$ cat config.mk
export PLATFORM = sky130hd
export DESIGN_NAME = obstacle_avoidance_fsm_top
export DESIGN_NICKNAME = d
export VERILOG_FILES = /design/src/rtl/core/oafsm_pkg.sv /design/src/rtl/core/obstacle_avoidance_fsm_top.sv
export SDC_FILE = /design/constraint.sdc
export NUM_CORES = 1
export LEC_CHECK = 0
export ABC_AREA = 1
export ABC_CLOCK_PERIOD_IN_PS = 3600
export BUFFER_PORTS_ARGS = -buffer_cell sky130_fd_sc_hd__buf_4
export CAP_MARGIN = 20
export CORE_MARGIN = 8
export CORE_UTILIZATION = 60
export CTS_CLUSTER_DIAMETER = 120
export DETAILED_ROUTE_END_ITERATION = 8
export PLACE_DENSITY_LB_ADDON = 0.1
export SYNTH_ARGS = -nofsm -noshare
export SYNTH_HDL_FRONTEND = slang
export SYNTH_SLANG_ARGS = --single-unit
$ cat constraint.sdc
create_clock -name clk -period 3.6 [get_ports clk]
set_input_delay 0.36 -clock clk [delete_from_list [all_inputs] [get_ports clk]]
set_output_delay 0.36 -clock clk [all_outputs]
set_load 0.005 [all_outputs]
$ cat src/rtl/core/oafsm_pkg.sv
// Package for the obstacle-avoidance controller.
// Holds operation codes, configuration indexes, controller state codes, speed and indicator constants.
// No dependencies.
`default_nettype none

package oafsm_pkg;

    // Signed motor speed command in percent.
    typedef logic signed [5:0] speed_t;

    // Item operation codes.
    localparam logic [1:0] OP_TICK   = 2'd0;
    localparam logic [1:0] OP_SENSOR = 2'd1;
    localparam logic [1:0] OP_STEP   = 2'd2;
    localparam logic [1:0] OP_HALT   = 2'd3;

    // Configuration register indexes.
    localparam logic [1:0] CFG_NEAR_FORTY  = 2'd0;
    localparam logic [1:0] CFG_NEAR_THIRTY = 2'd1;
    localparam logic [1:0] CFG_START_WAIT  = 2'd2;
    localparam logic [1:0] CFG_QUICK_TURN  = 2'd3;

    // Controller states: even codes start a behavior, odd codes run it.
    localparam logic [3:0] MODE_WAIT_START    = 4'd0;
    localparam logic [3:0] MODE_WAIT_RUN      = 4'd1;
    localparam logic [3:0] MODE_FWD_START     = 4'd2;
    localparam logic [3:0] MODE_FWD_RUN       = 4'd3;
    localparam logic [3:0] MODE_LEFT_START    = 4'd4;
    localparam logic [3:0] MODE_LEFT_RUN      = 4'd5;
    localparam logic [3:0] MODE_RIGHT_START   = 4'd6;
    localparam logic [3:0] MODE_RIGHT_RUN     = 4'd7;
    localparam logic [3:0] MODE_SPIN_START    = 4'd8;
    localparam logic [3:0] MODE_SPIN_RUN      = 4'd9;
    localparam logic [3:0] MODE_QLEFT_START   = 4'd10;
    localparam logic [3:0] MODE_QLEFT_RUN     = 4'd11;
    localparam logic [3:0] MODE_QRIGHT_START  = 4'd12;
    localparam logic [3:0] MODE_QRIGHT_RUN    = 4'd13;
    localparam logic [3:0] MODE_SLOW_START    = 4'd14;
    localparam logic [3:0] MODE_SLOW_RUN      = 4'd15;

    // Speed commands.
    localparam speed_t SPEED_ZERO     = 6'sd0;
    localparam speed_t SPEED_FAST     = 6'sd30;
    localparam speed_t SPEED_TURN     = 6'sd10;
    localparam speed_t SPEED_TURN_REV = -6'sd10;
    localparam speed_t SPEED_SLOW     = 6'sd15;
    localparam speed_t SPEED_SLOW_REV = -6'sd15;

    // Indicator patterns: bit0 white, bit1 blue, bit2 orange, bit3 red, bit4 green.
    localparam logic [4:0] LED_ALL        = 5'h1F;
    localparam logic [4:0] LED_NONE       = 5'h00;
    localparam logic [4:0] LED_OBST_RIGHT = 5'h18;
    localparam logic [4:0] LED_OBST_LEFT  = 5'h03;
    localparam logic [4:0] LED_QLEFT      = 5'h10;
    localparam logic [4:0] LED_QRIGHT     = 5'h01;
    localparam logic [4:0] LED_BOTH       = 5'h11;

endpackage

`default_nettype wire

$ cat src/rtl/core/obstacle_avoidance_fsm_top.sv
// Obstacle-avoidance controller, top level and only module.
// Depends on oafsm_pkg for codes and constants.
//
// Usage: items arrive on the in_valid/in_ready channel, one transfer per item,
// carrying an operation code and five range counts (used only by a sensor
// update). Every item gives exactly one result on the out_valid/out_ready
// channel: the controller state after the item, both motor speeds, a flag
// that says whether this item issued new speed commands, and the five LEDs.
// All work for an item is done in the cycle it is accepted, so the result is
// presented in the cycle after the transfer. The controller state registers
// double as the result register; a new item is accepted in the same cycle
// the waiting result is taken, giving a sustained rate of one item per clock
// while the receiver takes results, set by the single state update per item.
// When the receiver stalls, the result holds and in_ready falls until it is
// taken. Configuration writes (cfg_we, cfg_index, cfg_data) take effect at the
// next edge; the user must make them only while the block is idle, as the
// block itself does not enforce it. Reset puts the controller in the wait
// start state with the time counter and range counts at zero, speeds at zero,
// all LEDs lit, thresholds at their defaults and no result pending.
`default_nettype none

module obstacle_avoidance_fsm_top
    import oafsm_pkg::*;
#(
    parameter int COUNT_BITS = 12,
    parameter int TICK_BITS  = 16
)
(
    input  wire logic                  clk,
    input  wire logic                  rst_n,

    input  wire logic                  cfg_we,
    input  wire logic [1:0]            cfg_index,
    input  wire logic [15:0]           cfg_data,

    input  wire logic                  in_valid,
    output logic                       in_ready,
    input  wire logic [1:0]            op,
    input  wire logic [COUNT_BITS-1:0] far_left_count,
    input  wire logic [COUNT_BITS-1:0] left_count,
    input  wire logic [COUNT_BITS-1:0] centre_count,
    input  wire logic [COUNT_BITS-1:0] right_count,
    input  wire logic [COUNT_BITS-1:0] far_right_count,

    output logic                       out_valid,
    input  wire logic                  out_ready,
    output logic [3:0]                 mode_now,
    output logic signed [5:0]          right_speed,
    output logic signed [5:0]          left_speed,
    output logic                       speed_set,
    output logic [4:0]                 indicator_bits
);

    // Width used to compare the tick counter against 16-bit thresholds.
    localparam int CMP_BITS = (TICK_BITS > 16) ? TICK_BITS : 16;

    // Configuration registers.
    logic [COUNT_BITS-1:0] near_forty_reg;
    logic [COUNT_BITS-1:0] near_thirty_reg;
    logic [15:0]           start_wait_reg;
    logic [15:0]           quick_turn_reg;

    // Controller state. These registers are also what the result shows.
    logic [3:0]            mode_reg,      mode_next;
    logic [TICK_BITS-1:0]  elapsed_reg,   elapsed_next;
    logic [COUNT_BITS-1:0] far_left_reg,  left_reg, centre_reg, right_reg, far_right_reg;
    logic [4:0]            led_reg,       led_next;
    speed_t                right_spd_reg, right_spd_next;
    speed_t                left_spd_reg,  left_spd_next;
    logic                  speed_set_reg, speed_set_next;
    logic                  out_valid_reg;

    logic                  accept;
    logic                  wait_done;
    logic                  quick_done;
    logic                  obst_r40;
    logic                  obst_l40;
    logic                  obst_c40;
    logic                  centre_far30;
    logic [3:0]            class_mode;
    logic [4:0]            class_leds;
    logic                  class_keep;

    assign in_ready = !out_valid_reg || out_ready;
    assign accept   = in_valid && in_ready;

    assign wait_done  = CMP_BITS'(elapsed_reg) > CMP_BITS'(start_wait_reg);
    assign quick_done = CMP_BITS'(elapsed_reg) > CMP_BITS'(quick_turn_reg);

    // Obstacle classification from the latched range counts. A larger count
    // means a closer obstacle, so "nearer than" tests are at-or-above tests.
    assign obst_r40     = right_reg  >= near_forty_reg;
    assign obst_l40     = left_reg   >= near_forty_reg;
    assign obst_c40     = centre_reg >= near_forty_reg;
    assign centre_far30 = centre_reg <  near_thirty_reg;

    always_comb
    begin
        priority if (obst_r40 && centre_far30 && !obst_l40)
        begin
            class_mode = MODE_LEFT_START;
            class_leds = LED_OBST_RIGHT;
        end
        else if (!obst_r40 && centre_far30 && obst_l40)
        begin
            class_mode = MODE_RIGHT_START;
            class_leds = LED_OBST_LEFT;
        end
        else if (obst_c40)
        begin
            // Front obstacle: turn away from the closer outer side; with equal outer
            // counts, or the lower one not under the thirty threshold, the robot spins in place.
            priority if (far_left_reg < near_thirty_reg && far_left_reg < far_right_reg)
            begin
                class_mode = MODE_QLEFT_START;
                class_leds = LED_QLEFT;
            end
            else if (far_right_reg < near_thirty_reg && far_right_reg < far_left_reg)
            begin
                class_mode = MODE_QRIGHT_START;
                class_leds = LED_QRIGHT;
            end
            else
            begin
                class_mode = MODE_SPIN_START;
                class_leds = LED_ALL;
            end
        end
        else if (obst_r40 && obst_l40)
        begin
            class_mode = MODE_SLOW_START;
            class_leds = LED_BOTH;
        end
        else
        begin
            class_mode = MODE_FWD_START;
            class_leds = LED_NONE;
        end
    end

    // Reclassifying to the start state of the behavior already running
    // leaves both the state and the LEDs alone.
    assign class_keep = (mode_reg != MODE_WAIT_START) && (class_mode == mode_reg - 4'd1);

    always_comb
    begin
        mode_next      = mode_reg;
        elapsed_next   = elapsed_reg;
        led_next       = led_reg;
        right_spd_next = right_spd_reg;
        left_spd_next  = left_spd_reg;
        speed_set_next = 1'b0;

        unique case (op)
            OP_TICK:
            begin
                if (elapsed_reg != {TICK_BITS{1'b1}})
                begin
                    elapsed_next = elapsed_reg + 1'b1;
                end
            end
            OP_SENSOR:
            begin
                // Range counts are latched in the register block below.
            end
            OP_STEP:
            begin
                unique case (mode_reg)
                    MODE_WAIT_START:
                    begin
                        // The counter is cleared here, so the exit test
                        // cannot pass on this same step.
                        elapsed_next   = '0;
                        right_spd_next = SPEED_ZERO;
                        left_spd_next  = SPEED_ZERO;
                        speed_set_next = 1'b1;
                        mode_next      = MODE_WAIT_RUN;
                    end
                    MODE_WAIT_RUN:
                    begin
                        if (wait_done)
                        begin
                            mode_next = MODE_FWD_START;
                        end
                    end
                    MODE_FWD_START:
                    begin
                        right_spd_next = SPEED_FAST;
                        left_spd_next  = SPEED_FAST;
                        speed_set_next = 1'b1;
                        mode_next      = MODE_FWD_RUN;
                    end
                    MODE_LEFT_START:
                    begin
                        right_spd_next = SPEED_TURN;
                        left_spd_next  = SPEED_ZERO;
                        speed_set_next = 1'b1;
                        mode_next      = MODE_LEFT_RUN;
                    end
                    MODE_RIGHT_START:
                    begin
                        right_spd_next = SPEED_TURN;
                        left_spd_next  = SPEED_TURN;
                        speed_set_next = 1'b1;
                        mode_next      = MODE_RIGHT_RUN;
                    end
                    MODE_SPIN_START:
                    begin
                        right_spd_next = SPEED_TURN;
                        left_spd_next  = SPEED_TURN_REV;
                        speed_set_next = 1'b1;
                        mode_next      = MODE_SPIN_RUN;
                    end
                    MODE_QLEFT_START:
                    begin
                        right_spd_next = SPEED_TURN;
                        left_spd_next  = SPEED_TURN_REV;
                        speed_set_next = 1'b1;
                        mode_next      = MODE_QLEFT_RUN;
                        elapsed_next   = '0;
                    end
                    MODE_QRIGHT_START:
                    begin
                        right_spd_next = SPEED_TURN_REV;
                        left_spd_next  = SPEED_TURN;
                        speed_set_next = 1'b1;
                        mode_next      = MODE_QRIGHT_RUN;
                        elapsed_next   = '0;
                    end
                    MODE_SLOW_START:
                    begin
                        right_spd_next = SPEED_SLOW_REV;
                        left_spd_next  = SPEED_SLOW;
                        speed_set_next = 1'b1;
                        mode_next      = MODE_SLOW_RUN;
                    end
                    MODE_QLEFT_RUN,
                    MODE_QRIGHT_RUN:
                    begin
                        if (quick_done && !class_keep)
                        begin
                            mode_next = class_mode;
                            led_next  = class_leds;
                        end
                    end
                    default:
                    begin
                        // Forward, turn, spin and slow running states.
                        if (!class_keep)
                        begin
                            mode_next = class_mode;
                            led_next  = class_leds;
                        end
                    end
                endcase
            end
            OP_HALT:
            begin
                mode_next = MODE_WAIT_START;
            end
        endcase
    end

    always_ff @(posedge clk or negedge rst_n)
    begin
        if (!rst_n)
        begin
            near_forty_reg  <= COUNT_BITS'(938);
            near_thirty_reg <= COUNT_BITS'(1206);
            start_wait_reg  <= 16'd1000;
            quick_turn_reg  <= 16'd500;
        end
        else if (cfg_we)
        begin
            unique case (cfg_index)
                CFG_NEAR_FORTY:  near_forty_reg  <= cfg_data[COUNT_BITS-1:0];
                CFG_NEAR_THIRTY: near_thirty_reg <= cfg_data[COUNT_BITS-1:0];
                CFG_START_WAIT:  start_wait_reg  <= cfg_data;
                CFG_QUICK_TURN:  quick_turn_reg  <= cfg_data;
            endcase
        end
    end

    always_ff @(posedge clk or negedge rst_n)
    begin
        if (!rst_n)
        begin
            mode_reg      <= MODE_WAIT_START;
            elapsed_reg   <= '0;
            far_left_reg  <= '0;
            left_reg      <= '0;
            centre_reg    <= '0;
            right_reg     <= '0;
            far_right_reg <= '0;
            led_reg       <= LED_ALL;
            right_spd_reg <= SPEED_ZERO;
            left_spd_reg  <= SPEED_ZERO;
            speed_set_reg <= 1'b0;
            out_valid_reg <= 1'b0;
        end
        else
        begin
            if (accept)
            begin
                mode_reg      <= mode_next;
                elapsed_reg   <= elapsed_next;
                led_reg       <= led_next;
                right_spd_reg <= right_spd_next;
                left_spd_reg  <= left_spd_next;
                speed_set_reg <= speed_set_next;
                if (op == OP_SENSOR)
                begin
                    far_left_reg  <= far_left_count;
                    left_reg      <= left_count;
                    centre_reg    <= centre_count;
                    right_reg     <= right_count;
                    far_right_reg <= far_right_count;
                end
            end
            if (accept)
            begin
                out_valid_reg <= 1'b1;
            end
            else if (out_ready)
            begin
                out_valid_reg <= 1'b0;
            end
        end
    end

    assign out_valid      = out_valid_reg;
    assign mode_now       = mode_reg;
    assign right_speed    = right_spd_reg;
    assign left_speed     = left_spd_reg;
    assign speed_set      = speed_set_reg;
    assign indicator_bits = led_reg;

`ifndef NO_ASSERTIONS
    // A halt always lands in the wait start state without a speed command.
    a_halt_to_wait: assert property (@(posedge clk) disable iff (!rst_n)
        accept && op == OP_HALT |=> mode_now == MODE_WAIT_START && !speed_set)
        else $error("halt did not force the wait start state");

    // Every speed command leaves the controller in a running (odd) state.
    a_cmd_running: assert property (@(posedge clk) disable iff (!rst_n)
        out_valid && speed_set |-> mode_now[0])
        else $error("speed command left a start state");

    // Ticks and sensor updates never issue speed commands.
    a_no_cmd_non_step: assert property (@(posedge clk) disable iff (!rst_n)
        accept && (op == OP_TICK || op == OP_SENSOR) |=> !speed_set)
        else $error("non-step item issued a speed command");

    // With no result pending the block is always ready for an item.
    a_ready_when_empty: assert property (@(posedge clk) disable iff (!rst_n)
        !out_valid |-> in_ready)
        else $error("input stalled with an empty result register");
`endif

endmodule

`default_nettype wire
# After elaboration in Yosys (flattened, before gate mapping)

Index checks and enable logic that the tools add are counted.

Output and inout bits: 24
Word-level logic and storage cells: 125
Register bits: 155
Bits of input ports: 85

Equal/unequal tests: 25
$lt $le $gt $ge: 10
Multiplexer cells: 29
Add/sub/neg operators: 2
Reduce and logical (&&, ||, !) cells: 42
Bitwise gates (word level): 1

Operators with widths:

| kind                                                            | count |
|---|---|
| 12-bit < comparator                                             | 5 |
| 6-bit case mux with 5 select lines                              | 2 |
| 5-bit 2-to-1 mux                                                | 8 |
| 4-bit case mux with 10 select lines                             | 1 |
| 12-bit >= comparator                                            | 3 |
| 16-bit > comparator                                             | 2 |
| 16-bit 2-to-1 mux                                               | 2 |
| 16-bit case mux with 2 select lines                             | 1 |
| 4-bit 2-to-1 mux                                                | 7 |
| 4-bit == test, second input constant                            | 6 |
| 16-bit by 1-bit adder with 16-bit output, second input constant | 1 |
| 16-bit != test, second input constant                           | 1 |
| 12-bit != test, second input constant                           | 1 |
| 1-bit logical AND                                               | 10 |
| 5-bit case mux with 2 select lines                              | 1 |
| 2-bit AND reduction                                             | 5 |
| 5-bit AND reduction                                             | 2 |
| 5-bit nonzero test                                              | 2 |
| 9-bit OR reduction                                              | 1 |
| 2-bit == test, second input constant                            | 4 |
| 4-bit by 3-bit == test with 1-bit output, second input constant | 2 |
| 4-bit case mux with 2 select lines                              | 1 |
| 2-bit OR reduction                                              | 4 |
| 8-bit OR reduction                                              | 1 |
| other kinds (21)                                                | 36 |

# Longest topological paths before layout

Depth in word-level cells: 14
Gate-level depth with buffers: 23
Depth with buffers taken out: 23

# Worst setup path before layout

Ideal clock, no wire load.

Kind: reg-to-reg
Start point: register near_forty_reg[7]
End point: register mode_reg[0] (netlist: mode_now[0])
Period minus slack after synthesis: 2,339 ps
Setup slack: 1,261 ps
Setup time: 117 ps
Required time: 3,483 ps
Arrival time: 2,222 ps
Cell stages (with the launch flop): 21
Path buffers: 0
Cell sequence: dfstp_2 > inv_1 > ha_1 > nand2_1 > inv_1 > nand2_1 > nand2_1 > nand2_1 > nand2_2 > a21oi_1 > nand3_4 > nand2_2 > nor2_2 > nand2_2 > nand3_2 > nor2_2 > nand3_2 > nand2_2 > inv_2 > nand3_1 > nand2_1

Cells in the longest elaborated chain, start to end: 12
Elaborated cells between the ends (all ways): 25
Classes of those cells: order compare: 3; eq/ne: 3; mux: 8; reduce/logical: 11

RTL lines:

| element                                               | line                                                                 | text |
|---|---|---|
| start: declaration                                    | obstacle_avoidance_fsm_top.sv:58                                     | `logic [COUNT_BITS-1:0] near_forty_reg;` |
| start signal: assignment                              | obstacle_avoidance_fsm_top.sv:276                                    | `CFG_NEAR_FORTY: near_forty_reg <= cfg_data[COUNT_BITS-1:0];` |
| 12-bit >= comparator, on equally long branches        | obstacle_avoidance_fsm_top.sv:92, obstacle_avoidance_fsm_top.sv:93   |  |
| 1-bit logical AND or 1-bit zero test (tied branches)  | obstacle_avoidance_fsm_top.sv:129, obstacle_avoidance_fsm_top.sv:104 |  |
| 4-bit 2-to-1 mux or 1-bit logical AND (tied branches) | obstacle_avoidance_fsm_top.sv:129, obstacle_avoidance_fsm_top.sv:104 |  |
| 4-bit 2-to-1 mux or 1-bit logical AND (tied branches) | obstacle_avoidance_fsm_top.sv:109, obstacle_avoidance_fsm_top.sv:104 |  |
| 4-bit 2-to-1 mux                                      | obstacle_avoidance_fsm_top.sv:104                                    | `else if (!obst_r40 && centre_far30 && obst_l40)` |
| 4-bit 2-to-1 mux (*)                                  | obstacle_avoidance_fsm_top.sv:99                                     | `priority if (obst_r40 && centre_far30 && !obst_l40)` |
| 4-bit == test                                         | obstacle_avoidance_fsm_top.sv:143                                    | `assign class_keep = (mode_reg != MODE_WAIT_START) && (class_mode == mode_reg - 4'd1);` |
| 1-bit logical AND                                     | obstacle_avoidance_fsm_top.sv:143                                    |  |
| 1-bit zero test                                       | n/a                                                                  |  |
| 1-bit logical AND                                     | obstacle_avoidance_fsm_top.sv:240                                    | `if (quick_done && !class_keep)` |
| 3-bit != test (no line)                               | n/a                                                                  |  |
| 5-bit AND reduction (no line)                         | n/a                                                                  |  |
| end signal: assignment                                | obstacle_avoidance_fsm_top.sv:305                                    | `mode_reg <= mode_next;` |
| end: declaration                                      | obstacle_avoidance_fsm_top.sv:64                                     | `logic [3:0] mode_reg, mode_next;` |

Mark *: on every way between the ends. The rest lies on a longest branch, timed or not. The select of a mux whose other input is x is not followed.
A chain may end at the register's enable or synchronous reset.

# Worst setup path after layout

Same ends and word-level chain as after synthesis.

==> results.yml <==
outcome:
  status: "finished, final reports clean"
synth:
  synth_most_common_cell: "nand2_1"
  ys_seq_area_frac: 0.407
  ys_ff_latch: 155
  syn_area_mm2: 0.00961
  netlist_instances: 1128
  synthesis.nets: 1332
  yosys.area.top_type_share: 0.328
  async_reset_ff_frac: 1.00
  synthTopCellsByCount: "nand2_1, inv_1, dfrtp_1"
  yosys_warnings: 0
  synth_edf_count: 0
  syn_avg_cell_area_um2: 8.52
  synthFlopType: "dfrtp_1"
  ys_top_cells_by_area: "dfrtp_1, ha_1, nand2_1, dfstp_2, inv_1"
  synth_cell_type_count: 48
  synth.largest_area_cell: "dfrtp_1"
global_routing:
  use_met1: 0.291
  grt_antenna_before_repair: 0
  grt_pass1_vias: 7623
  busiest_layer: "met2"
  use_met3: 0.0550
  grt_first_pass_wirelength_mm: 36.3
  grt.total_usage: 0.224
  grt_max_degree: 77
  grt-ovfl-total: 0
  gr-usage-met2: 0.366
critical_path:
  slowest_delay_ns: 0.54
  critPathSlowestCell: "dfstp_2"
  path_cells: "inv_1 -> ha_1 -> a21oi_1 -> nand2_1 -> nand2_1 -> nand2_2 -> a21oi_1 -> nand3_4 -> nand2_2 -> nor2_2 -> nand2_2 -> nand3_2 -> nor2_2 -> nand3_2 -> nand2_2 -> inv_2 -> nand2_4 -> nand2_1 -> nand2_1"
  cp_max_fo: 7
  start_kind: "flip-flop"
  path_delay_family: "simple AND/OR/NAND/NOR gates"
  arrival_ns: 3.10
  worst-path-buf-inv: 2
  cp-end-kind: "flip-flop"
  critPathRequiredTime_ns: 3.97
  critical_path_class: "flip-flop to flip-flop"
place:
  post-dp-hpwl_mm: 16.3
  numPortBuffers: 108
  place.gp.congestion: 0.905
  placed_area_mm2: 0.0106
drt:
  drt_first_iter_violations: 407
  detail_route.wl_per_cell_um: 14.7
  firstDrtPassIters: 5
  via_count: 7608
  drt_wl_total_mm: 21.5
  vias_per_cell: 5.19
  drt_drc_violations_left: 0
  drtAntennaViolNets: 0
sta:
  min_period_ns: 2.73
  rsz0062_at_grt: "false"
  setup_viol: 0
  fmax_mhz: 366
  final_hold_viol_count: 0
  drv_slew: 0
  fin_crit_sh: 0.759
  tns_ns: 0
  fin_skew_ns: 0.00742
  slew_headroom: 0.319
  worstMarginPinSlew_ns: 1.02
layout:
  syn2layout_area_growth_pct: 17.3
  nNetsFinal: 1441
  drive_above_1_share: 0.221
  utilization: 0.715
  antenna_cells: 0
  fin_area_mm2: 0.0113
  fillers: 1297
floorplanning:
  die_y_um: 143
  ioPinCount: 109
  initial_core_util: 0.609
  die_width_um: 143
  die_area_mm2: 0.0203
  rows: 46
  core_area_mm2: 0.0158
power_and_ir_drop:
  p_per_area_mw_per_mm2: 612
  leakage_nw: 5.86
  vdd_drop_max_uv: 433
clocking:
  numCtsBuffers: 17
  cts_root_buffer: "clkbuf_16"
  htreeDepth: 4
  post_cts_buffers: 0
  clk_path_buf_depth: 2
  cts_tree: "built"
  cts_sinks: 155
  clk_pin_slew_ns: 0.06
  clk_latency_ns: 0.43
hold_path:
  min_path_type: "input port to flip-flop"
run:
  drv_cap: 0
[layout by cell type, fill, tap and decap left out, types with 6 or more instances in the layout]
cell type / Yosys / final
nand3_1: 28 / 28
mux2_2: 44 / 44
nand4_1: 12 / 12
dfstp_2: 29 / 29
a21oi_1: 64 / 64
nand2_2: 14 / 14
inv_1: 176 / 176
ha_1: 119 / 119
dfrtp_1: 126 / 126
nor2_1: 67 / 67
nor3_1: 8 / 8
nand2_1: 266 / 266
nor2_2: 12 / 12
a211oi_1: 6 / 6
inv_2: 6 / 6
buf_4: 2 / 108
clkbuf_16: 0 / 17
o21ai_0: 68 / 68
[repair_timing]
action,4_1_cts,5_1_grt
endpoints found under the hold margin,57,0
gates resized for setup,0,0
hold buffers,1,0
[worst paths after layout]
kind,startpoint,end,slack (ns),cells past startpoint
min in group asynchronous,rst_n,right_reg[11],0.47,2
min reg2reg,indicator_bits[0],indicator_bits[0],0.47,2
max,near_forty_reg[7],mode_now[0],0.87,19
min,right_count[7],right_reg[7],0.16,2
max reg2reg,near_forty_reg[7],mode_now[0],0.87,19
max in group asynchronous,rst_n,start_wait_reg[3],2.28,3
[where the power goes]
group | total, mW | internal (mW) | leakage, nW | switching, mW
clock network | 1.85 | 1.10 | 0.294 | 0.751
logic | 2.56 | 1.09 | 3.73 | 1.48
registers | 2.48 | 2.17 | 1.84 | 0.316
[per-layer routing]
layer	part of all wire	vias to the layer above
li1	-	3867
met1	0.47	3574
met2	0.47	147
met3	0.048	20
met4	0.011	0
met5	0	-
[metrics by stage]
stage / hold WS (ns) / setup slack (ns) / total power, mW / cells
after floorplan: 0.0644 / 1.26 / 4.28 / 1128
after global placement: 0.391 / 1.02 / 4.97 / 1432
after detailed placement: 0.390 / 0.928 / 5.06 / 1432
after CTS: 0.145 / 0.901 / 6.95 / 1465
after global routing: 0.145 / 0.639 / 7.46 / 1466
final: 0.156 / 0.867 / 6.90 / 1466
[layout make-up]
cell class	count	area [µm²]	area share
timing repair buffer	113	887	0.0787
sequential	155	3920	0.347
inverter	187	702	0.0623
multi-input combinational	763	4880	0.433
tap	216	270	0.0240
clock buffer	21	480	0.0426
clock inverter	11	134	0.0119
[logic make-up (layout without fill, tap and decap cells)]
family | Yosys count | after routing | share of synthesized area
simple gates | 429 | 429 | 0.199
mux | 44 | 44 | 0.0516
compound gates | 169 | 169 | 0.101
buf+inv | 210 | 332 | 0.0846
xor+xnor | 2 | 2 | 0.00182
fa+ha+maj | 119 | 119 | 0.155
flops | 155 | 155 | 0.407
[worst register-to-register path, cell delays in order (launching register included)]
cell	delay, ns
dfstp_2	0.54
inv_1	0.09
ha_1	0.33
a21oi_1	0.16
nand2_1	0.07
nand2_1	0.07
nand2_2	0.07
a21oi_1	0.29
nand3_4	0.17
nand2_2	0.13
nor2_2	0.04
nand2_2	0.05
nand3_2	0.09
nor2_2	0.16
nand3_2	0.09
nand2_2	0.08
inv_2	0.06
nand2_4	0.07
nand2_1	0.05
nand2_1	0.06
No activity file was read; power rests on OpenSTA's default activity.
